File: config.mk
export PLATFORM = sky130hd
export DESIGN_NAME = strm_min_unit
export DESIGN_NICKNAME = d
export VERILOG_FILES = /design/src/design/strm_min_unit.sv
export SDC_FILE = /design/constraint.sdc
export NUM_CORES = 1
export LEC_CHECK = 0
export BUFFER_PORTS_ARGS = -buffer_cell sky130_fd_sc_hd__buf_4
export CORE_UTILIZATION = 30
export CTS_CLUSTER_DIAMETER = 100
export CTS_CLUSTER_SIZE = 10
export DETAILED_ROUTE_END_ITERATION = 8
export PLACE_DENSITY = 0.54
export SETUP_SLACK_MARGIN = 0.1
export SLEW_MARGIN = 0
export SYNTH_ARGS = -nofsm -noshare
export SYNTH_HDL_FRONTEND = slang
export SYNTH_SLANG_ARGS = --single-unit
export TNS_END_PERCENT = 30
File: constraint.sdc
create_clock -name clock -period 11 [get_ports clock]
set_clock_uncertainty 0.15 [all_clocks]
set_input_delay 2.2 -clock clock [delete_from_list [all_inputs] [get_ports clock]]
set_output_delay 2.2 -clock clock [all_outputs]
set_load 0.03 [all_outputs]
File: src/design/strm_min_unit.sv
`timescale 1ns / 1ps

module strm_min_unit #(
   parameter int VALUE_WIDTH = 32
) (
   input  logic                          clock,
   input  logic                          capture,
   input  logic signed [VALUE_WIDTH-1:0] rd_data,
   output logic signed [VALUE_WIDTH-1:0] min_value
);

   logic signed [VALUE_WIDTH-1:0] first_ff;

   // first operand is held while the second one is read
   always_ff @(posedge clock) begin
      if (capture) begin
         first_ff <= rd_data;
      end
   end

   assign min_value = (first_ff > rd_data) ? rd_data : first_ff;

endmodule

Word-level counts from Yosys, hierarchy flattened:

Index checks and enable logic that the tools add are counted.

* input port bits: 34
* output and inout bits: 32
* flip-flop bits (word level): 32
* logic and storage cells: 3

* $lt $le $gt $ge: 1
* muxes and demuxes: 1

Operators with widths (number)
* greater-than comparator 32 bit: 1
* two-way mux 32 bit: 1

Depth between registers and ports, before layout:

Gate-level depths: netlist of run 1.

* word-level depth: 2
* depth in mapped cells: 11
* gate-level depth less buffers: 9

Least setup slack after synthesis of run 1:

Ideal clock, no wire load.

* path kind: input port to output port
* from: input port rd_data[29]
* to: output port min_value[0]
* data arrival time: 4.483 ns
* stages on the path: 10
* buffers on the path: 1
* required time: 8.650 ns
* path slack: 4.167 ns
* cells stage by stage: inv_1 > ha_1 > a21o_1 > a21o_1 > a21oi_1 > o221ai_2 > a21oi_1 > clkbuf_1 > a21oi_1 > o21bai_1

* longest elaborated chain between the ends: 2

Ends and longest elaborated chain
* from (decl): line 8 `input logic signed [VALUE_WIDTH-1:0] rd_data,`
* greater-than comparator 32 bit: line 21 `assign min_value = (first_ff > rd_data) ? rd_data : first_ff;`
* two-way mux 32 bit: line 21
* to (decl): line 9 `output logic signed [VALUE_WIDTH-1:0] min_value`

Every way passes these cells.

Worst setup path in the final report of run 1:

* from: input port rd_data[31]
* to: output port min_value[30]

The elaborated chain is that of the path after synthesis.

==> results of run 1 <==
Yosys cell counts:
cell type and count:
a311o_1 31, inv_1 34, buf_6 4, edfxtp_1 32
buf_2 9, nor2_1 3, o21bai_1 1, o221ai_2 1
o32ai_1 1, nand3_1 2, o21a_1 1, ha_1 32
nand4_1 5, clkbuf_1 13, a221oi_1 1, o21ai_0 34
a21oi_1 16, o221ai_1 1, or4_4 1, nand2_1 74
nor4_4 1, a21o_1 2, nor3_1 32, mux2i_1 32
a211oi_1 1
cells by family after synthesis:
| kind of cell | share of synthesized area [%] |
|---|---|
| buffers and inverters | 8.57 |
| AND/OR/NAND/NOR | 16.8 |
| AO/OA/AOI/OAI | 20.6 |
| multiplexers | 10.3 |
| flip-flops | 30.9 |
| adder cells (fa/ha/maj) | 12.9 |
worst paths after layout:
check	end	slack (ps)	cells after the start
max	min_value[30]	2800	13
min	first_ff[20]$_DFFE_PP_	1960	1
cell usage in the layout, fill, tap and decap left out:
master	instances
nand2_1	74
buf_4	70
inv_1	34
o21ai_0	34
nor3_1	32
mux2i_1	32
edfxtp_1	32
a311o_1	31
ha_1	31
a21oi_1	15
nand4_1	5
clkbuf_8	5
nor2_1	3
nand3_1	2
a21o_1	2
clkinv_1	2
or4_4	1
o21a_1	1
a221oi_1	1
o221ai_1	1
a211oi_1	1
o221ai_4	1
a21oi_4	1
nor4_4	1
o32ai_1	1
o21bai_1	1
ha_2	1
cell type report:
class / instances / area [µm²]
clock buffers: 5 / 68.8
inverters: 34 / 128
repair buffers: 70 / 526
flip-flops and latches: 32 / 961
fillers: 1028 / 6140
multi-input cells: 272 / 1910
well taps: 133 / 166
clock inverters: 2 / 7.51
power by group through the flow:
stage / Clock (µW) / Sequential, µW / Combinational (µW)
after CTS: 91.9 / 155 / 242
final: 86.0 / 156 / 240
after floorplan: 0 / 155 / 164
after global placement: 0 / 158 / 239
after global routing: 96.3 / 157 / 261
after detailed placement: 0 / 158 / 241
stage by stage:
stage                     instance area [µm²]  worst slack, ps  utilization (%)  instances  hold WS [ps]
after detailed placement                 3690             2820             37.2        541          2260
after global placement                   3690             2920             37.2        541          2260
after floorplan                          3110             4170                -        364          2150
after CTS                                3760             2790             38.0        548          1950
after global routing                     3760             2470             38.0        548          1960
final                                    3760             2800             38.0        548          1960
per-layer routing:
layer | GRT usage [%] | vias to the layer above | share of wire [%]
li1 | - | 1441 | -
met1 | 20.5 | 1330 | 51
met2 | 23.5 | 66 | 44
met3 | 2.77 | 8 | 4.3
met4 | 3.67 | 0 | 0.92
met5 | 0 | - | 0
==> flow_metrics.tcl, run 1 <==
set metrics [dict create \
    hpwlAfterDp_um 5450 \
    numCtsBuffers 5 \
    vias 2845 \
    fin_nets 481 \
    hp-class "in2reg" \
    grt-ovfl-total 0 \
    dieArea_um2 10800 \
    drive_above_1_share_pct 19.3 \
    end_kind "output pin" \
    viasPerCell 5.19 \
    p_clk_share_pct 17.9 \
    internal_power_uw 284 \
    tightest_slew_ps 801 \
    rsz0062_at_grt "false" \
    drc 0 \
    ys_seq_area_share_pct 30.9 \
    setup_tns_ps 0 \
    antenna_left 0 \
    worstPathRequired_ps 8650 \
    top_regs "first_ff: 32 flops" \
    max-cap-violations 0 \
    synth_top_area_share_pct 30.9 \
    grt_pass1_wl_um 13000 \
    ir_drop_mv 0.0550 \
    synth_top_cell_by_area "edfxtp_1" \
    area_delta_synth_final_pct 21.0 \
    firstDrtPassIters 4 \
    final_hold_viol_count 0 \
    place.port_buffers 65 \
    critPathArrivalTime_ps 5850 \
    crit_top_cell "buf_4" \
    cp_top_family "buffers and inverters" \
    regMostFlops "first_ff" \
    grt_pass1_vias 2658 \
    dieHeight_um 104 \
    die_x_um 104 \
    fmax_mhz 122 \
    grt_antenna_before_repair 0 \
    crit_type "in2out" \
    n_antenna_cell 0 \
    p_leak_uw 0.00164 \
    largest_reg_flops 32 \
    clkTransAtPathRegs_ps 70 \
    cts_setup_buffers 0 \
    power_uw 482 \
    yosysWarnings 0 \
    syn-num-nets 430 \
    clk_path_buf_depth 2 \
    drt-initial-drc-count 164 \
    status "finished clean" \
    drv_slew 0 \
    cp_cell_sequence "buf_4 > inv_1 > ha_2 > buf_4 > nand4_1 > nor3_1 > nand2_1 > o221ai_4 > buf_4 > mux2i_1 > o21ai_0 > a311o_1 > buf_4" \
    timing.final.crit_share_pct 74.5 \
    power_density_nw_per_um2 128 \
    slew-limit-headroom_pct 46.5 \
    switchingPower_uw 198 \
    pwr-share-comb_pct 49.8 \
    ys_types 25 \
    initial_core_util_pct 31.4 \
    cpPeakStageDelay_ps 620 \
    p_sw_share_pct 41.1 \
    cts.sinks 32 \
    syn_avg_cell_area_um2 8.55 \
    io_pins 66 \
    grt_max_degree 69 \
    cp_slowest_cell "ha_2" \
    hp-start "rd_data[20]" \
    wl_per_cell_um 14.4 \
    core_area_um2 9910 \
    startpoint "rd_data[31]" \
    critPathLaunchType "input pin" \
    setup_viol 0 \
    place_congestion 0.699 \
    worst-path-buf-inv 5 \
    htreeDepth 2 \
    cts.repair.resized 0 \
    wl_um 7900 \
    seqPwrFrac_pct 32.3 \
    ctsHoldBuffers 0 \
    grtUsageTotal_pct 14.8 \
    min_period_ps 8200 \
    crit_fanout 68 \
    synth_area_leaders "edfxtp_1 (31%), ha_1 (13%), mux2i_1 (10%), a311o_1 (10%), nand2_1 (8.9%)" \
    row_count 36 \
    syn_inst 364 \
    syn_area_um2 3110 \
    cts_tree "done" \
    ys_ff_latch 32 \
    root_buffer "clkbuf_8" \
]
(Power assumes the default switching activity.)
==> inputs of run 2 (changes only) <==
ABC_AREA = 1   (was not set)
PLACE_DENSITY = 0.56   (was 0.54)
clock period = 8.5 ns   (was 11 ns; I/O delays follow)
==> run 2 against run 1 <==
Largest power group unchanged. Critical path type unchanged. Clock power increased by 72%. Cell area fell by 19%. Combinational power is 2% higher. Critical path depth is the same. Cell count is 17% lower. Largest cell class unchanged.
==> flow_metrics.tcl, run 2 <==
set metrics [dict create \
    fin_nets 416 \
    slew-limit-headroom_pct 19.0 \
    vias 2098 \
    syn_avg_cell_area_um2 8.29 \
    drc 0 \
    drive_above_1_share_pct 22.5 \
    cts.sinks 32 \
    largest_reg_flops 32 \
    cp_cell_sequence "buf_4 > inv_1 > ha_1 > a21oi_1 > o21a_1 > nand2_1 > a21oi_1 > nand2_1 > nand2_1 > nand3_4 > nand2_1 > nand2_1 > buf_4" \
    hold_path_depth 1 \
    final_common_cell "nand2_1" \
    drt-initial-drc-count 64 \
    dieHeight_um 91.3 \
    fmax_mhz 152 \
    place_congestion 0.732 \
    status "finished clean" \
    final_cell_mix "nand2_1 (101), buf_4 (67), inv_1 (41), nand4_1 (34)" \
    top_regs "first_ff: 32 flops" \
    setup_viol 0 \
    grt_pass1_vias 2059 \
    die_x_um 91.3 \
    final_cell_area_um2 3040 \
    hp-class "in2reg" \
    cts.repair.resized 0 \
    place.port_buffers 65 \
    grt_pass1_wl_um 9610 \
    wl_per_cell_um 12.6 \
    power_uw 588 \
    clk_path_buf_depth 2 \
    initial_core_util_pct 31.0 \
    hp-start "rd_data[26]" \
    cts_tree "done" \
    final_hold_viol_count 0 \
    critPathLaunchType "input pin" \
    synth_top_cell_by_area "edfxtp_1" \
    whs_endpoint "first_ff[26]$_DFFE_PP_" \
    grtUsageTotal_pct 14.6 \
    grt-ovfl-total 0 \
    syn_area_um2 2390 \
    power_density_nw_per_um2 193 \
    worstPathRequired_ps 6650 \
    dpl-instance-area_um2 2930 \
    grt_max_degree 34 \
    htreeDepth 2 \
    dp_slack_ps 1870 \
    cpPeakStageDelay_ps 880 \
    root_buffer "clkbuf_8" \
    row_count 32 \
    regMostFlops "first_ff" \
    area_delta_synth_final_pct 27.0 \
    synth_area_leaders "edfxtp_1 (40%), ha_1 (17%), nand2_1 (16%), nand4_1 (8.9%), inv_1 (6.4%)" \
    numCtsBuffers 5 \
    rsz0062_at_grt "false" \
    utilization_pct 39.4 \
    netlist_top_cells_count "nand2_1 (101), inv_1 (41), nand4_1 (34), edfxtp_1 (32), ha_1 (32)" \
    crit_fanout 33 \
    core_area_um2 7730 \
    synth-edff-count 32 \
    timing.final.crit_share_pct 77.4 \
    min_period_ps 6580 \
    n_antenna_cell 0 \
    syn_inst 289 \
    syn-num-nets 355 \
    critPathArrivalTime_ps 4730 \
    ir_drop_mv 0.0793 \
    ys_types 20 \
    io_pins 66 \
    yosysWarnings 0 \
    synth-main-ff-cell "edfxtp_1" \
    cp_slowest_cell "nand2_1" \
    viasPerCell 4.63 \
    antenna_left 0 \
    finalWorstSetupSlack_ps 1920 \
    setup_tns_ps 0 \
    async_flop_share_pct 0 \
    tightest_slew_ps 1210 \
    cp_top_family "simple AND/OR/NAND/NOR gates" \
    p_leak_uw 0.00159 \
    cts_setup_buffers 0 \
    dieArea_um2 8340 \
    crit_type "in2out" \
    synth_top_area_share_pct 40.1 \
    crit_top_cell "nand2_1" \
    ys_seq_area_share_pct 40.1 \
    worst-path-buf-inv 3 \
    end_kind "output pin" \
    synth_most_common_cell "nand2_1" \
    firstDrtPassIters 4 \
    drv_slew 0 \
    ys_ff_latch 32 \
    wl_um 5720 \
    clkTransAtPathRegs_ps 80 \
    grt_antenna_before_repair 0 \
    ctsHoldBuffers 0 \
    max-cap-violations 0 \
    fillers 808 \
    hpwlAfterDp_um 4020 \
]
run 2: changes by cell type in the layout (fill, tap and decap cells not counted), moves of 5 or more:
cell     change
mux2i_1     -32
nor3_1      -32
o21ai_0     -32
a311o_1     -31
nand4_1     +29
nand2_1     +27
inv_1        +7
nor2_1       +5
run 2: through the flow:
step | hold WS [ps] | instances
5_1_grt | 1430 | 453
4_1_cts | 1440 | 453
2_1_floorplan | 1650 | 289
6_report | 1450 | 453
3_5_place_dp | 1750 | 445
3_3_place_gp | 1750 | 445
run 2: area by class of cell:
type / instances / area (µm²) / area share (%)
multi-input cells: 202 / 1180 / 39.0
flip-flops and latches: 32 / 961 / 31.6
repair buffers: 67 / 503 / 16.5
inverters: 42 / 158 / 5.18
well taps: 102 / 128 / 4.20
clock buffers: 6 / 72.6 / 2.39
clock inverters: 2 / 35.0 / 1.15
run 2: power breakdown:
| group | total [µW] | internal (µW) | switching, µW |
|---|---|---|---|
| clock network | 148 | 87.0 | 61.1 |
| registers | 195 | 188 | 6.85 |
| logic | 245 | 88.1 | 157 |
run 2: layer usage:
| layer | track usage [%] | part of all wire (%) |
|---|---|---|
| met1 | 18.8 | 48 |
| met2 | 24.2 | 47 |
| met3 | 4.10 | 4.2 |
| met4 | 3.57 | 0.98 |
| met5 | 0 | 0 |
run 2: logic make-up after synthesis:
group | after synthesis | synth area share (%)
buffers and inverters | 55 | 10.4
DFF | 32 | 40.1
AOI/OAI and AO/OA | 19 | 4.28
adders and majority gates | 32 | 16.7
and+or+nand+nor | 151 | 28.5
run 2: how the worst max path moves through the flow:
stage          slack (ps)  depth (start not counted)        start             to
3_5_place_dp         1870                         13  rd_data[31]  min_value[16]
2_1_floorplan        3290                         11  rd_data[31]  min_value[10]
3_3_place_gp         1890                         14  rd_data[13]  min_value[16]
5_1_grt              1470                         14  rd_data[27]   min_value[6]
4_1_cts              1850                         13  rd_data[31]  min_value[16]
6_report             1920                         13  rd_data[31]   min_value[0]
==> inputs of run 3 (changes only) <==
clock period = 6.8 ns   (was 8.5 ns; I/O delays follow)
==> run 3 against run 2 <==
Utilization decreased by 0.26 points. Clock power decreased by 5%. Sequential power increased by 25%. Via count decreased by 0.38%. Routed wire length decreased by 2.2%. Cell area decreased by 0.66%. Critical path type unchanged. Worst setup slack improved by 18 ps. Total power increased by 17%. Die area unchanged. Sequential share of layout area increased by 0.21 points. Cell count increased by 0.22%. Sequential cell count unchanged.
==> flow_metrics.tcl, run 3 (synthesis results as in run 2) <==
set metrics [dict create \
    drt-initial-drc-count 85 \
    firstDrtPassIters 4 \
    min_period_ps 4870 \
    root_buffer "clkbuf_8" \
    timing.final.crit_share_pct 71.5 \
    crit_fanout 32 \
    core_area_um2 7730 \
    fin_nets 417 \
    wl_per_cell_um 12.3 \
    startpoint "rd_data[23]" \
    io_pins 66 \
    crit_type "in2out" \
    final_hold_viol_count 0 \
    power_density_nw_per_um2 228 \
    ctsHoldBuffers 0 \
    pwr-share-comb_pct 44.2 \
    status "finished clean" \
    final_common_cell "nand2_1" \
    regMostFlops "first_ff" \
    grt_max_degree 33 \
    internal_power_uw 417 \
    end_kind "output pin" \
    vias 2090 \
    worstPathRequired_ps 5290 \
    drv_slew 0 \
    viasPerCell 4.60 \
    top_regs "first_ff: 32 flops" \
    grtUsageTotal_pct 14.3 \
    area_delta_synth_final_pct 26.2 \
    endpoint "min_value[19]" \
    dieHeight_um 91.3 \
    hpwlAfterDp_um 3950 \
    drc 0 \
    setup_tns_ps 0 \
    htreeDepth 2 \
    place_congestion 0.727 \
    rsz0062_at_grt "false" \
    critPathLaunchType "input pin" \
    antenna_left 0 \
    max-cap-violations 0 \
    tightest_slew_ps 432 \
    grt_antenna_before_repair 0 \
    clk_path_buf_depth 2 \
    clkTransAtPathRegs_ps 70 \
    largest_reg_flops 32 \
    place.port_buffers 65 \
    p_clk_share_pct 20.5 \
    final_cell_mix "nand2_1 (101), buf_4 (68), inv_1 (41), nand4_1 (34)" \
    drive_above_1_share_pct 22.2 \
    p_leak_uw 0.00158 \
    hp-class "in2reg" \
    die_x_um 91.3 \
    slew-limit-headroom_pct 71.2 \
    cts_tree "done" \
    ir_drop_mv 0.0886 \
    fmax_mhz 206 \
    n_antenna_cell 0 \
    p_sw_share_pct 39.6 \
    row_count 32 \
    critPathArrivalTime_ps 3360 \
    cts.repair.resized 0 \
    grt_pass1_vias 2068 \
    timing.hold.ws_ps 1120 \
    switchingPower_uw 273 \
    cts_setup_buffers 0 \
    wl_um 5590 \
    initial_core_util_pct 31.0 \
    numCtsBuffers 5 \
    seqPwrFrac_pct 35.3 \
    grt_pass1_wl_um 9600 \
    hp-start "rd_data[5]" \
    dieArea_um2 8340 \
    setup_viol 0 \
    cts.sinks 32 \
    fillers 826 \
    grt-ovfl-total 0 \
]
-- run 3: worst min-delay path by stage --
| stage | end | slack (ps) | depth (start not counted) |
|---|---|---|---|
| CTS | first_ff[15]$_DFFE_PP_ | 1110 | 1 |
| finish | first_ff[5]$_DFFE_PP_ | 1120 | 1 |
| global route | first_ff[15]$_DFFE_PP_ | 1110 | 1 |
| detailed placement | first_ff[15]$_DFFE_PP_ | 1410 | 1 |
| floorplan | first_ff[0]$_DFFE_PP_ | 1310 | 0 |
| global placement | first_ff[13]$_DFFE_PP_ | 1410 | 1 |
-- run 3: layout make-up --
| cell class | instances | area (µm²) | share of cell area, % |
|---|---|---|---|
| flip-flops and latches | 32 | 961 | 31.8 |
| well taps | 102 | 128 | 4.22 |
| clock inverters | 1 | 3.75 | 0.124 |
| clock buffers | 7 | 76.3 | 2.53 |
| repair buffers | 68 | 510 | 16.9 |
| multi-input cells | 202 | 1180 | 39.2 |
| inverters | 42 | 158 | 5.22 |
-- run 3: worst max-delay path: stages --
cell and delay [ps]:
buf_4 90, inv_1 40, ha_1 280, nand2_1 70
nor2_1 210, nand2_1 80, nor3b_1 200, nand2_1 90
nand3_1 150, buf_4 380, nand4_1 140, nand2_1 100
buf_4 150
-- run 3: power by group through the flow --
stage	registers (µW)	logic (µW)	clock network [µW]
after floorplan	245	207	0
after global routing	246	338	154
after CTS	244	311	147
final	244	305	141
after global placement	247	308	0
after detailed placement	248	309	0
-- run 3: per-stage QoR --
| stage | setup WS, ps | power [µW] | util (%) | instances | instance area (µm²) |
|---|---|---|---|---|---|
| 2_1_floorplan | 2270 | 452 | - | 289 | 2390 |
| 3_3_place_gp | 1930 | 555 | 38.1 | 446 | 2940 |
| 3_5_place_dp | 1920 | 557 | 38.1 | 446 | 2940 |
| 4_1_cts | 1910 | 701 | 39.1 | 454 | 3020 |
| 5_1_grt | 1650 | 737 | 39.1 | 454 | 3020 |
| 6_report | 1930 | 690 | 39.1 | 454 | 3020 |
-- run 3: metal layers --
| metal | track usage, % | up-vias | part of all wire, % |
|---|---|---|---|
| met3 | 3.18 | 4 | 4.3 |
| met4 | 3.17 | 0 | 0.61 |
| met1 | 18.9 | 948 | 47 |
| li1 | - | 1092 | - |
| met5 | 0 | - | 0 |
| met2 | 23.9 | 46 | 48 |
