==> src/design/strm_pkg.sv <==
`timescale 1ns / 1ps

package strm_pkg;

   // Fixed port widths
   localparam int CMD_W    = 2;
   localparam int IN_VAL_W = 32;
   localparam int IDX_IN_W = 10;
   localparam int LEN_W    = IDX_IN_W + 1;
   localparam int LOG_W    = 4;
   localparam int CSR_W    = 11;
   localparam int OUT_W    = 32;
   localparam int STAT_W   = 2;

   localparam logic [CSR_W-1:0] CSR_RESET = 11'd1024;

   typedef enum logic [CMD_W-1:0] {
      CMD_LOAD  = 2'd0,
      CMD_BUILD = 2'd1,
      CMD_QUERY = 2'd2
   } command_type;

   typedef enum logic [STAT_W-1:0] {
      STATUS_OK      = 2'd0,
      STATUS_UNBUILT = 2'd1,
      STATUS_RANGE   = 2'd2
   } status_type;

   typedef enum logic [2:0] {
      S_IDLE,
      S_EXEC,
      S_BLD_A,
      S_BLD_B,
      S_BLD_W,
      S_QRY_B,
      S_QRY_W,
      S_DONE
   } state_type;

   // Strobes from the sequencer to the table memory and the compare unit
   typedef struct packed {
      logic wr_en;
      logic rd_en;
      logic capture;
   } ctl_type;

endpackage

==> src/design/strm_ctrl.sv <==
`timescale 1ns / 1ps

module strm_ctrl #(
   parameter int MAX_ELEMENTS = 1024,
   parameter int LEVEL_COUNT  = 11,
   parameter int VALUE_WIDTH  = 32,
   localparam int IDX_W = $clog2(MAX_ELEMENTS),
   localparam int LVL_W = $clog2(LEVEL_COUNT)
) (
   input  logic                                 clock,
   input  logic                                 reset,
   input  logic                                 req_valid,
   output logic                                 req_stall,
   input  logic [strm_pkg::CMD_W-1:0]           req_command,
   input  logic signed [strm_pkg::IN_VAL_W-1:0] req_element_value,
   input  logic [strm_pkg::IDX_IN_W-1:0]        req_left_index,
   input  logic [strm_pkg::IDX_IN_W-1:0]        req_right_index,
   output logic                                 rsp_valid,
   input  logic                                 rsp_stall,
   output logic signed [strm_pkg::OUT_W-1:0]    rsp_min_value,
   output logic [strm_pkg::STAT_W-1:0]          rsp_status,
   input  logic                                 csr_wr_en,
   input  logic [strm_pkg::CSR_W-1:0]           csr_wr_data,
   output strm_pkg::ctl_type                    mem_ctl,
   output logic [LVL_W-1:0]                     rd_level,
   output logic [IDX_W-1:0]                     rd_index,
   output logic [LVL_W-1:0]                     wr_level,
   output logic [IDX_W-1:0]                     wr_index,
   output logic signed [VALUE_WIDTH-1:0]        wr_data,
   input  logic signed [VALUE_WIDTH-1:0]        min_value
);

   localparam int CNT_W  = $clog2(MAX_ELEMENTS + 1);
   localparam int CMP_W  = (CNT_W > strm_pkg::CSR_W) ? CNT_W : strm_pkg::CSR_W;
   localparam int SPAN_W = CMP_W + 1;
   localparam int KW     = $clog2(LEVEL_COUNT + 1);
   localparam int LEN_W  = strm_pkg::LEN_W;
   localparam int LOG_W  = strm_pkg::LOG_W;

   strm_pkg::state_type state_ff, state_in;

   logic [strm_pkg::CSR_W-1:0] used_len_ff;
   logic built_ff, built_in;
   logic rsp_valid_ff, rsp_valid_in;

   logic [strm_pkg::CMD_W-1:0]    cmd_ff;
   logic signed [VALUE_WIDTH-1:0] value_ff;
   logic [strm_pkg::IDX_IN_W-1:0] left_ff;
   logic [strm_pkg::IDX_IN_W-1:0] right_ff;

   logic [KW-1:0]     k_ff, k_in;
   logic [SPAN_W-1:0] span_ff, span_in;
   logic [SPAN_W-1:0] half_ff, half_in;
   logic [IDX_W-1:0]  j_ff, j_in;
   logic [LVL_W-1:0]  q_lvl_ff, q_lvl_in;
   logic [IDX_W-1:0]  qb_idx_ff, qb_idx_in;

   strm_pkg::status_type            res_status_ff, res_status_in;
   logic signed [strm_pkg::OUT_W-1:0] res_min_ff, res_min_in;
   strm_pkg::status_type            rsp_status_ff, rsp_status_in;
   logic signed [strm_pkg::OUT_W-1:0] rsp_min_ff, rsp_min_in;

   logic [CMP_W-1:0] n_len;
   logic [LEN_W-1:0] q_len;
   logic [LOG_W-1:0] q_log;
   logic [LEN_W-1:0] q_pow;
   logic [IDX_W-1:0] q_bidx;
   logic             load_ok;
   logic             q_bad;
   logic             q_go;
   logic             lvl_ok;
   logic             last_entry;
   logic             req_accept;
   logic             rsp_free;

   assign req_accept = req_valid && !req_stall;
   assign rsp_free   = !rsp_valid_ff || !rsp_stall;

   // effective length saturates at the table capacity
   assign n_len = (CMP_W'(used_len_ff) > CMP_W'(MAX_ELEMENTS)) ? CMP_W'(MAX_ELEMENTS)
                                                                : CMP_W'(used_len_ff);

   assign q_len = LEN_W'(right_ff) - LEN_W'(left_ff) + LEN_W'(1);

   // floor(log2) of the range length: highest set bit
   always_comb begin
      q_log = '0;
      for (int b = 0; b < LEN_W; b++) begin
         if (q_len[b]) begin
            q_log = LOG_W'(b);
         end
      end
   end

   assign q_pow   = LEN_W'(1) << q_log;
   assign q_bidx  = IDX_W'(LEN_W'(right_ff) - q_pow + LEN_W'(1));
   assign load_ok = CMP_W'(left_ff) < n_len;
   assign q_bad   = (left_ff > right_ff) || (CMP_W'(right_ff) >= n_len)
                    || (int'(q_log) >= LEVEL_COUNT);
   assign q_go    = built_ff && !q_bad;

   assign lvl_ok     = (k_ff < KW'(LEVEL_COUNT)) && (span_ff <= SPAN_W'(n_len));
   assign last_entry = SPAN_W'(j_ff) == (SPAN_W'(n_len) - span_ff);

   // next state
   always_comb begin
      state_in = state_ff;
      unique case (state_ff)
         strm_pkg::S_IDLE: begin
            if (req_valid) begin
               state_in = strm_pkg::S_EXEC;
            end
         end
         strm_pkg::S_EXEC: begin
            unique case (cmd_ff)
               strm_pkg::CMD_BUILD: state_in = strm_pkg::S_BLD_A;
               strm_pkg::CMD_QUERY: state_in = q_go ? strm_pkg::S_QRY_B : strm_pkg::S_DONE;
               default:             state_in = strm_pkg::S_DONE;
            endcase
         end
         strm_pkg::S_BLD_A: state_in = lvl_ok ? strm_pkg::S_BLD_B : strm_pkg::S_DONE;
         strm_pkg::S_BLD_B: state_in = strm_pkg::S_BLD_W;
         strm_pkg::S_BLD_W: state_in = strm_pkg::S_BLD_A;
         strm_pkg::S_QRY_B: state_in = strm_pkg::S_QRY_W;
         strm_pkg::S_QRY_W: state_in = strm_pkg::S_DONE;
         strm_pkg::S_DONE: begin
            if (rsp_free) begin
               state_in = strm_pkg::S_IDLE;
            end
         end
         default: state_in = strm_pkg::S_IDLE;
      endcase
   end

   // memory and compare unit strobes
   always_comb begin
      req_stall = state_ff != strm_pkg::S_IDLE;
      mem_ctl   = '0;
      rd_level  = LVL_W'(k_ff - KW'(1));
      rd_index  = j_ff;
      wr_level  = LVL_W'(k_ff);
      wr_index  = j_ff;
      wr_data   = min_value;
      unique case (state_ff)
         strm_pkg::S_EXEC: begin
            if (cmd_ff == strm_pkg::CMD_LOAD && load_ok) begin
               mem_ctl.wr_en = 1'b1;
               wr_level      = '0;
               wr_index      = IDX_W'(left_ff);
               wr_data       = value_ff;
            end
            if (cmd_ff == strm_pkg::CMD_QUERY && q_go) begin
               mem_ctl.rd_en = 1'b1;
               rd_level      = LVL_W'(q_log);
               rd_index      = IDX_W'(left_ff);
            end
         end
         strm_pkg::S_BLD_A: mem_ctl.rd_en = lvl_ok;
         strm_pkg::S_BLD_B: begin
            mem_ctl.capture = 1'b1;
            mem_ctl.rd_en   = 1'b1;
            rd_index        = IDX_W'(SPAN_W'(j_ff) + half_ff);
         end
         strm_pkg::S_BLD_W: mem_ctl.wr_en = 1'b1;
         strm_pkg::S_QRY_B: begin
            mem_ctl.capture = 1'b1;
            mem_ctl.rd_en   = 1'b1;
            rd_level        = q_lvl_ff;
            rd_index        = qb_idx_ff;
         end
         default: begin
         end
      endcase
   end

   // datapath next values
   always_comb begin
      built_in      = built_ff;
      rsp_valid_in  = rsp_valid_ff && rsp_stall;
      k_in          = k_ff;
      span_in       = span_ff;
      half_in       = half_ff;
      j_in          = j_ff;
      q_lvl_in      = q_lvl_ff;
      qb_idx_in     = qb_idx_ff;
      res_status_in = res_status_ff;
      res_min_in    = res_min_ff;
      rsp_status_in = rsp_status_ff;
      rsp_min_in    = rsp_min_ff;
      unique case (state_ff)
         strm_pkg::S_EXEC: begin
            k_in       = KW'(1);
            span_in    = SPAN_W'(2);
            half_in    = SPAN_W'(1);
            j_in       = '0;
            q_lvl_in   = LVL_W'(q_log);
            qb_idx_in  = q_bidx;
            res_min_in = '0;
            unique case (cmd_ff)
               strm_pkg::CMD_LOAD: begin
                  res_status_in = load_ok ? strm_pkg::STATUS_OK : strm_pkg::STATUS_RANGE;
                  if (load_ok) begin
                     built_in = 1'b0;
                  end
               end
               strm_pkg::CMD_QUERY: begin
                  if (!built_ff) begin
                     res_status_in = strm_pkg::STATUS_UNBUILT;
                  end else if (q_bad) begin
                     res_status_in = strm_pkg::STATUS_RANGE;
                  end else begin
                     res_status_in = strm_pkg::STATUS_OK;
                  end
               end
               default: res_status_in = strm_pkg::STATUS_OK;
            endcase
         end
         strm_pkg::S_BLD_A: begin
            if (!lvl_ok) begin
               built_in = 1'b1;
            end
         end
         strm_pkg::S_BLD_W: begin
            if (last_entry) begin
               k_in    = k_ff + KW'(1);
               span_in = span_ff << 1;
               half_in = half_ff << 1;
               j_in    = '0;
            end else begin
               j_in = j_ff + IDX_W'(1);
            end
         end
         strm_pkg::S_QRY_W: res_min_in = strm_pkg::OUT_W'(min_value);
         strm_pkg::S_DONE: begin
            if (rsp_free) begin
               rsp_valid_in  = 1'b1;
               rsp_status_in = res_status_ff;
               rsp_min_in    = res_min_ff;
            end
         end
         default: begin
         end
      endcase
      if (csr_wr_en) begin
         built_in = 1'b0;
      end
   end

   always_ff @(posedge clock) begin
      if (reset) begin
         state_ff     <= strm_pkg::S_IDLE;
         built_ff     <= 1'b0;
         rsp_valid_ff <= 1'b0;
         used_len_ff  <= strm_pkg::CSR_RESET;
      end else begin
         state_ff     <= state_in;
         built_ff     <= built_in;
         rsp_valid_ff <= rsp_valid_in;
         if (csr_wr_en) begin
            used_len_ff <= csr_wr_data;
         end
      end
   end

   always_ff @(posedge clock) begin
      if (req_accept) begin
         cmd_ff   <= req_command;
         value_ff <= VALUE_WIDTH'(req_element_value);
         left_ff  <= req_left_index;
         right_ff <= req_right_index;
      end
      k_ff          <= k_in;
      span_ff       <= span_in;
      half_ff       <= half_in;
      j_ff          <= j_in;
      q_lvl_ff      <= q_lvl_in;
      qb_idx_ff     <= qb_idx_in;
      res_status_ff <= res_status_in;
      res_min_ff    <= res_min_in;
      rsp_status_ff <= rsp_status_in;
      rsp_min_ff    <= rsp_min_in;
   end

   assign rsp_valid     = rsp_valid_ff;
   assign rsp_min_value = rsp_min_ff;
   assign rsp_status    = rsp_status_ff;

endmodule

==> config.mk <==
export PLATFORM = sky130hd
export DESIGN_NAME = strm_ctrl
export DESIGN_NICKNAME = d
export VERILOG_FILES = /design/src/design/strm_pkg.sv /design/src/design/strm_ctrl.sv
export SDC_FILE = /design/constraint.sdc
export NUM_CORES = 1
export LEC_CHECK = 0
export ABC_AREA = 0
export BUFFER_PORTS_ARGS = -buffer_cell sky130_fd_sc_hd__buf_2
export CAP_MARGIN = 20
export CORE_ASPECT_RATIO = 1.5
export CORE_MARGIN = 2
export CORE_UTILIZATION = 35
export CTS_CLUSTER_DIAMETER = 80
export DETAILED_ROUTE_END_ITERATION = 8
export HOLD_SLACK_MARGIN = 0.05
export PLACE_DENSITY = 0.55
export SETUP_SLACK_MARGIN = 0.15
export SLEW_MARGIN = 20
export SYNTH_ARGS = -nofsm -noshare
export SYNTH_HDL_FRONTEND = slang
export SYNTH_SLANG_ARGS = --single-unit
==> constraint.sdc <==
create_clock -name clock -period 5.3 [get_ports clock]
set_clock_uncertainty 0.1 [all_clocks]
set_input_delay 0.53 -clock clock [delete_from_list [all_inputs] [get_ports clock]]
set_output_delay 0.53 -clock clock [all_outputs]
set_load 0.05 [all_outputs]
## Word level (Yosys, flattened, before mapping)

Index checks and enable logic that the tools add are counted.

| storage, ports and cells | value |
|---|---|
| output and inout port bits | 99 |
| flip-flop bits (word level) | 188 |
| RAM bits | 0 |
| memories kept | 0 |
| latch bits | 0 |
| bits in read-only memories | 0 |

| cells by class | value |
|---|---|
| $add $sub $neg | 9 |
| equality and inequality tests | 16 |
| shifts and indexed selects | 1 |
| bitwise operators | 0 |
| reduce and logical (&&, ||, !) cells | 25 |
| divide/modulo/power cells | 0 |
| order comparisons | 7 |
| muxes and demuxes | 51 |
| multipliers | 0 |

Operator list:

| operator | number |
|---|---|
| two-way mux 32 bit | 2 |
| one-hot mux 32 bit (2 select lines) | 1 |
| two-way mux 10 bit | 5 |
| two-way mux 4 bit | 11 |
| one-hot mux 10 bit (2 select lines) | 2 |
| one-hot mux 10 bit (3 select lines) | 1 |
| one-hot mux 12 bit (2 select lines) | 1 |
| one-hot mux 3 bit (8 select lines) | 1 |
| adder 10 x 1 -> 10 bit (second input constant) | 2 |
| one-hot mux 4 bit (2 select lines) | 2 |
| == test 10 x 12 -> 1 bit | 1 |
| == test 3 bit (second input constant) | 4 |
| less-or-equal comparator 12 x 11 -> 1 bit | 1 |
| two-way mux 12 bit | 1 |
| two-way mux 2 bit | 6 |
| inequality test 2 bit (second input constant) | 6 |
| subtractor 11 x 12 -> 12 bit | 1 |
| adder 11 x 1 -> 11 bit (second input constant) | 1 |
| greater-or-equal comparator 10 x 11 -> 1 bit | 1 |
| > comparator 11 bit (second input constant) | 1 |
| less-than comparator 10 x 11 -> 1 bit | 1 |
| two-way mux 11 bit | 1 |
| subtractor 10 x 10 -> 11 bit | 1 |
| adder 10 bit | 1 |
| 27 further kinds | 54 |

## Logic depth before layout (Yosys ltp)

| depth | value |
|---|---|
| depth in word-level cells | 19 |
| gate-level depth with buffers | 24 |

## Least setup slack after synthesis

OpenSTA, ideal clock, no wires.

| timing path | value |
|---|---|
| path kind | reg2reg |
| start point | register left_ff[1] (netlist name) |
| end point | register qb_idx_ff[9] (data pin) |
| path slack | -8 ps |
| arrival time | 4948 ps |
| buffers on the path | 0 |
| cell stages (with the launch flop) | 24 |
| setup time | 260 ps |
| path through | edfxtp_1 -> ha_1 -> inv_1 -> ha_1 -> fa_1 -> a211oi_2 -> o21ai_2 -> o311a_1 -> o32a_4 -> a21oi_2 -> nor2_2 -> inv_2 -> nor3b_2 -> ha_1 -> inv_1 -> ha_1 -> fa_1 -> a21o_1 -> a21oi_1 -> nor2b_1 -> o21a_1 -> o41a_1 -> xnor2_1 -> xnor2_1 |

| between the ends | value |
|---|---|
| elaborated cells between the ends (all ways) | 15 |

RTL lines:

| element | line | source |
|---|---|---|
| from (decl) | strm_ctrl.sv:48 | `logic [strm_pkg::IDX_IN_W-1:0] left_ff;` |
| from (signal assigned) | strm_ctrl.sv:269 | `left_ff <= req_left_index;` |
| subtractor 10 x 10 -> 11 bit * | strm_ctrl.sv:83 | `assign q_len = LEN_W'(right_ff) - LEN_W'(left_ff) + LEN_W'(1);` |
| adder 11 x 1 -> 11 bit * | strm_ctrl.sv:83 |  |
| two-way mux 2 bit (2 in a row) | strm_ctrl.sv:89 | `if (q_len[b]) begin` |
| two-way mux 4 bit (6 in a row) | strm_ctrl.sv:89 |  |
| two-way mux 4 bit * | strm_ctrl.sv:89 |  |
| net q_log[1] | strm_ctrl.sv:65 | `logic [LOG_W-1:0] q_log;` |
| << shifter 1 x 4 -> 10 bit * | strm_ctrl.sv:95 | `assign q_pow = LEN_W'(1) << q_log;` |
| subtractor 10 bit * | strm_ctrl.sv:96 | `assign q_bidx = IDX_W'(LEN_W'(right_ff) - q_pow + LEN_W'(1));` |
| adder 10 x 1 -> 10 bit * | strm_ctrl.sv:96 |  |
| net q_bidx[9] | strm_ctrl.sv:67 | `logic [IDX_W-1:0] q_bidx;` |
| to (signal assigned) | strm_ctrl.sv:277 | `qb_idx_ff <= qb_idx_in;` |
| to (decl) | strm_ctrl.sv:56 | `logic [IDX_W-1:0] qb_idx_ff, qb_idx_in;` |

The timed path passes the listed nets; every way through them passes the cells marked *.
A chain may end at the register's enable or synchronous reset.

## Worst setup path after layout

| timing path | value |
|---|---|
| start point | register left_ff[1] (netlist name) |
| end point | register qb_idx_ff[9] (data pin) |

| between the ends | value |
|---|---|
| cells in the longest elaborated chain, start to end | 15 |

RTL lines:

| element | line |
|---|---|
| subtractor 10 x 10 -> 11 bit * | strm_ctrl.sv:83 |
| adder 11 x 1 -> 11 bit * | strm_ctrl.sv:83 |
| two-way mux 1 bit | strm_ctrl.sv:89 |
| two-way mux 2 bit (2 in a row) | strm_ctrl.sv:89 |
| two-way mux 4 bit (6 in a row) | strm_ctrl.sv:89 |
| two-way mux 4 bit * | strm_ctrl.sv:89 |
| << shifter 1 x 4 -> 10 bit * | strm_ctrl.sv:95 |
| subtractor 10 bit * | strm_ctrl.sv:96 |
| adder 10 x 1 -> 10 bit * | strm_ctrl.sv:96 |
| net q_bidx[9] | strm_ctrl.sv:67 |

Marks and branches as above.

==> impl_metrics.py <==
metrics = {
    "outcome": {
        "status": "completed",
    },
    "die": {
        "die_height_um": 217.1,
        "start_util": 0.3524,
        "die_w_um": 146.1,
        "rows": 78,
        "core-area_um2": 30060,
        "ios": 201,
        "die-area_um2": 31700,
    },
    "worst_setup_path": {
        "cp-start-kind": "register",
        "end_kind": "register",
        "worstSetupEndpoint": "qb_idx_ff[9]",
        "crit_start": "left_ff[1]",
        "arrival_ns": 5.24,
        "worst-path-max-fanout": 5,
        "cp.required_ns": 5.39,
        "r2r_cells": 22,
        "r2r_slack_ns": 0.16,
        "crit_type": "register to register",
        "r2r_end": "qb_idx_ff[9]",
        "r2r-start": "left_ff[1]",
    },
    "global_route": {
        "grt_overflow": 0,
        "antenna_found_initial": 2,
        "grt_use_total": 0.1969,
        "grt_busiest_layer": "met2",
        "grt_use_met1": 0.1946,
        "met3_usage": 0.04046,
        "grt_util_met2": 0.3709,
        "grt_pass1_wl_mm": 46.38,
        "grt_pass1_vias": 7959,
        "grt_max_degree": 56,
    },
    "place": {
        "dpl_worst_slack_ns": 0.02229,
        "gp_congestion": 0.9158,
        "io_buffers": 200,
        "dpl.hpwl_mm": 25.18,
    },
    "clocking": {
        "cts_sinks": 177,
        "cts_buffers": 17,
        "postCtsHoldBufs": 0,
        "cts.htree.levels": 4,
        "root_buffer": "clkbuf_16",
        "clock_path_buffers": 2,
        "clkTransAtPathRegs_ns": 0.08,
        "insertion_delay_ns": 0.45,
        "cts_tree": "done",
    },
    "logic_synthesis": {
        "synth_seq_cells": 177,
        "synthesis.area_um2": 10590,
        "synthCells": 932,
        "yosysMostFrequentCell": "edfxtp_1",
        "yosys-top-cells-count": "edfxtp_1 (161), ha_1 (90), inv_1 (71), nor2_1 (56)",
        "syn_nets": 1128,
        "netlist-cell-type-count": 81,
        "synth_top_area_share": 0.4564,
        "synth_flop_cell": "edfxtp_1",
        "synth_warnings": 0,
        "synthArstFlopShare": 0,
        "synthTopCellsByArea": "edfxtp_1 (46%), ha_1 (11%), mux2_4 (4.0%), dfxtp_1 (3.0%), inv_1 (2.5%)",
        "postSynthAreaPerCell_um2": 11.37,
        "synth-edff-count": 161,
        "yosysSeqAreaShare": 0.4866,
        "yosysTopAreaCell": "edfxtp_1",
    },
    "pwr": {
        "ir_drop_uv": 299.5,
        "p_leak_uw": 0.005601,
        "seq_power_share": 0.309,
        "power_density_nw_per_um2": 539.7,
        "p_comb_frac": 0.513,
        "power_uw": 7042,
        "swShare": 0.4479,
        "switching_power_uw": 3154,
        "clock_power_share": 0.178,
        "p_int_uw": 3887,
    },
    "route": {
        "routedWlPerCell_um": 20.14,
        "dr.first_iter.drc_count": 374,
        "ant_nets": 0,
        "dr_total_vias": 8050,
        "drt-total-wl_mm": 31.80,
        "via_per_inst": 5.098,
        "drc_errors": 0,
        "drt-pass1-iter-count": 5,
    },
    "timing": {
        "min_period_ns": 5.143,
        "rsz0062_at_grt": "true",
        "period_share": 0.9703,
        "final-hold-violation-count": 0,
        "setup_viol_count_final": 0,
        "worst_pin_slew_ns": 1.017,
        "relSlewSlack": 0.3195,
        "postLayoutSetupSlackWorst_ns": 0.1572,
        "drv_slew": 0,
        "clock.fmax_mhz": 194.4,
    },
    "cells_and_area": {
        "syn_to_final_growth_pct": 23.15,
        "fin_nets": 1361,
        "layout-drive-gt1-share": 0.3031,
        "fill_cells": 2915,
    },
    "worst_hold_path": {
        "hp-class": "input pin to register",
    },
    "flow_run": {
        "drv_cap": 0,
    },
}
[layout make-up]
type                       instances  area (um2)  share of cell area
clock buffer                      17       425.4             0.03261
inverter                          72       270.3             0.02072
multi-input combinational        648        5154              0.3950
sequential                       177        5155              0.3951
antenna                            1       2.502           0.0001918
timing repair buffer             249        1369              0.1049
tap                              400       500.5             0.03836
clock inverter                    15       170.2             0.01304
[sequential cells by signal, summed over array words and instances, names as in the netlist, 3 cells and up]
name	flops
j_ff	10
q_lvl_ff	4
half_ff	9
value_ff	32
state_ff	3
k_ff	4
qb_idx_ff	10
left_ff	10
right_ff	10
used_len_ff	11
res_min_ff	32
rsp_min_value	32
[layer usage]
layer,vias up,wire length (um)
met2,253,16980
met3,78,1561
met4,2,2030
met1,3842,11220
li1,3875,-
met5,-,11
[logic make-up after synthesis]
| logic type | synth area share |
|---|---|
| buffers and inverters | 0.04216 |
| xor gates and xnor gates | 0.03803 |
| and+or+nand+nor | 0.1284 |
| adders and majority gates | 0.1139 |
| AOI/OAI and AO/OA | 0.1337 |
| muxes | 0.05728 |
| DFF | 0.4866 |
[power by group through the flow]
| stage | logic [uW] | clock network, uW | registers, uW |
|---|---|---|---|
| finish | 3610 | 1250 | 2180 |
| global route | 3880 | 1330 | 2200 |
| CTS | 3530 | 1280 | 2180 |
| detailed placement | 3480 | 0 | 2210 |
| global placement | 3460 | 0 | 2200 |
| floorplan | 2510 | 0 | 2140 |
[worst min-delay path by stage]
stage | depth (start not counted) | to | slack, ns | start
2_1_floorplan | 0 | rsp_min_value[0] | 0.30 | res_min_ff[0]
3_3_place_gp | 0 | rsp_min_value[28] | 0.30 | res_min_ff[28]
3_5_place_dp | 0 | rsp_min_value[22] | 0.31 | res_min_ff[22]
4_1_cts | 1 | right_ff[2] | 0.13 | req_right_index[2]
5_1_grt | 1 | cmd_ff[1] | 0.12 | req_command[1]
6_report | 1 | left_ff[6] | 0.14 | req_left_index[6]
[cells in the final DEF (no fill, tap or decap), types with 5 or more instances in the layout]
cell	instances
buf_2	200
edfxtp_1	161
ha_1	87
inv_1	69
nor2_1	55
nand2_1	52
a21oi_1	50
buf_4	49
and2_1	39
mux2_4	28
xnor2_1	27
o21ai_0	25
nor3_1	21
nand3_1	18
xor2_1	18
nand2b_1	17
clkbuf_16	17
dfxtp_1	16
a21o_1	14
mux2i_1	13
o21ai_1	12
nor2b_1	11
a31oi_1	11
o211ai_1	10
o21a_1	9
nand4_1	7
a2bb2oi_1	7
or3_1	5
mux2_2	5
clkinv_8	5
[what timing repair did]
action | 4_1_cts | 5_1_grt
setup endpoints to repair | 1 | 2
resized for setup | 4 | 14
setup buffers | 6 | 0
pin swaps | 16 | 6
[critical path, stage by stage, from the launching register on]
cell	delay [ns]
edfxtp_1	0.44
ha_4	0.30
inv_2	0.04
ha_4	0.15
fa_2	0.36
a211oi_4	0.26
o21ai_2	0.12
o311a_1	0.35
o32a_4	0.36
nor2_4	0.10
and3_4	0.20
nor3b_2	0.16
ha_1	0.16
inv_2	0.04
ha_4	0.15
fa_2	0.36
a21o_1	0.18
a21oi_2	0.15
nor2b_1	0.06
o21a_1	0.18
o41a_1	0.35
xnor2_2	0.15
xnor2_1	0.13
[through the flow]
| step | cells | instance area (um2) | setup TNS, ns | hold slack (ns) | util |
|---|---|---|---|---|---|
| floorplan | 932 | 10630 | 0 | 0.3003 | - |
| global placement | 1540 | 12300 | 0 | 0.3004 | 0.4093 |
| detailed placement | 1540 | 12300 | 0 | 0.3052 | 0.4093 |
| CTS | 1578 | 12960 | 0 | 0.1274 | 0.4310 |
| global route | 1578 | 13040 | -0.04403 | 0.1249 | 0.4339 |
| finish | 1579 | 13050 | 0 | 0.1416 | 0.4340 |
Note: power is estimated with default switching activity, not from simulation.
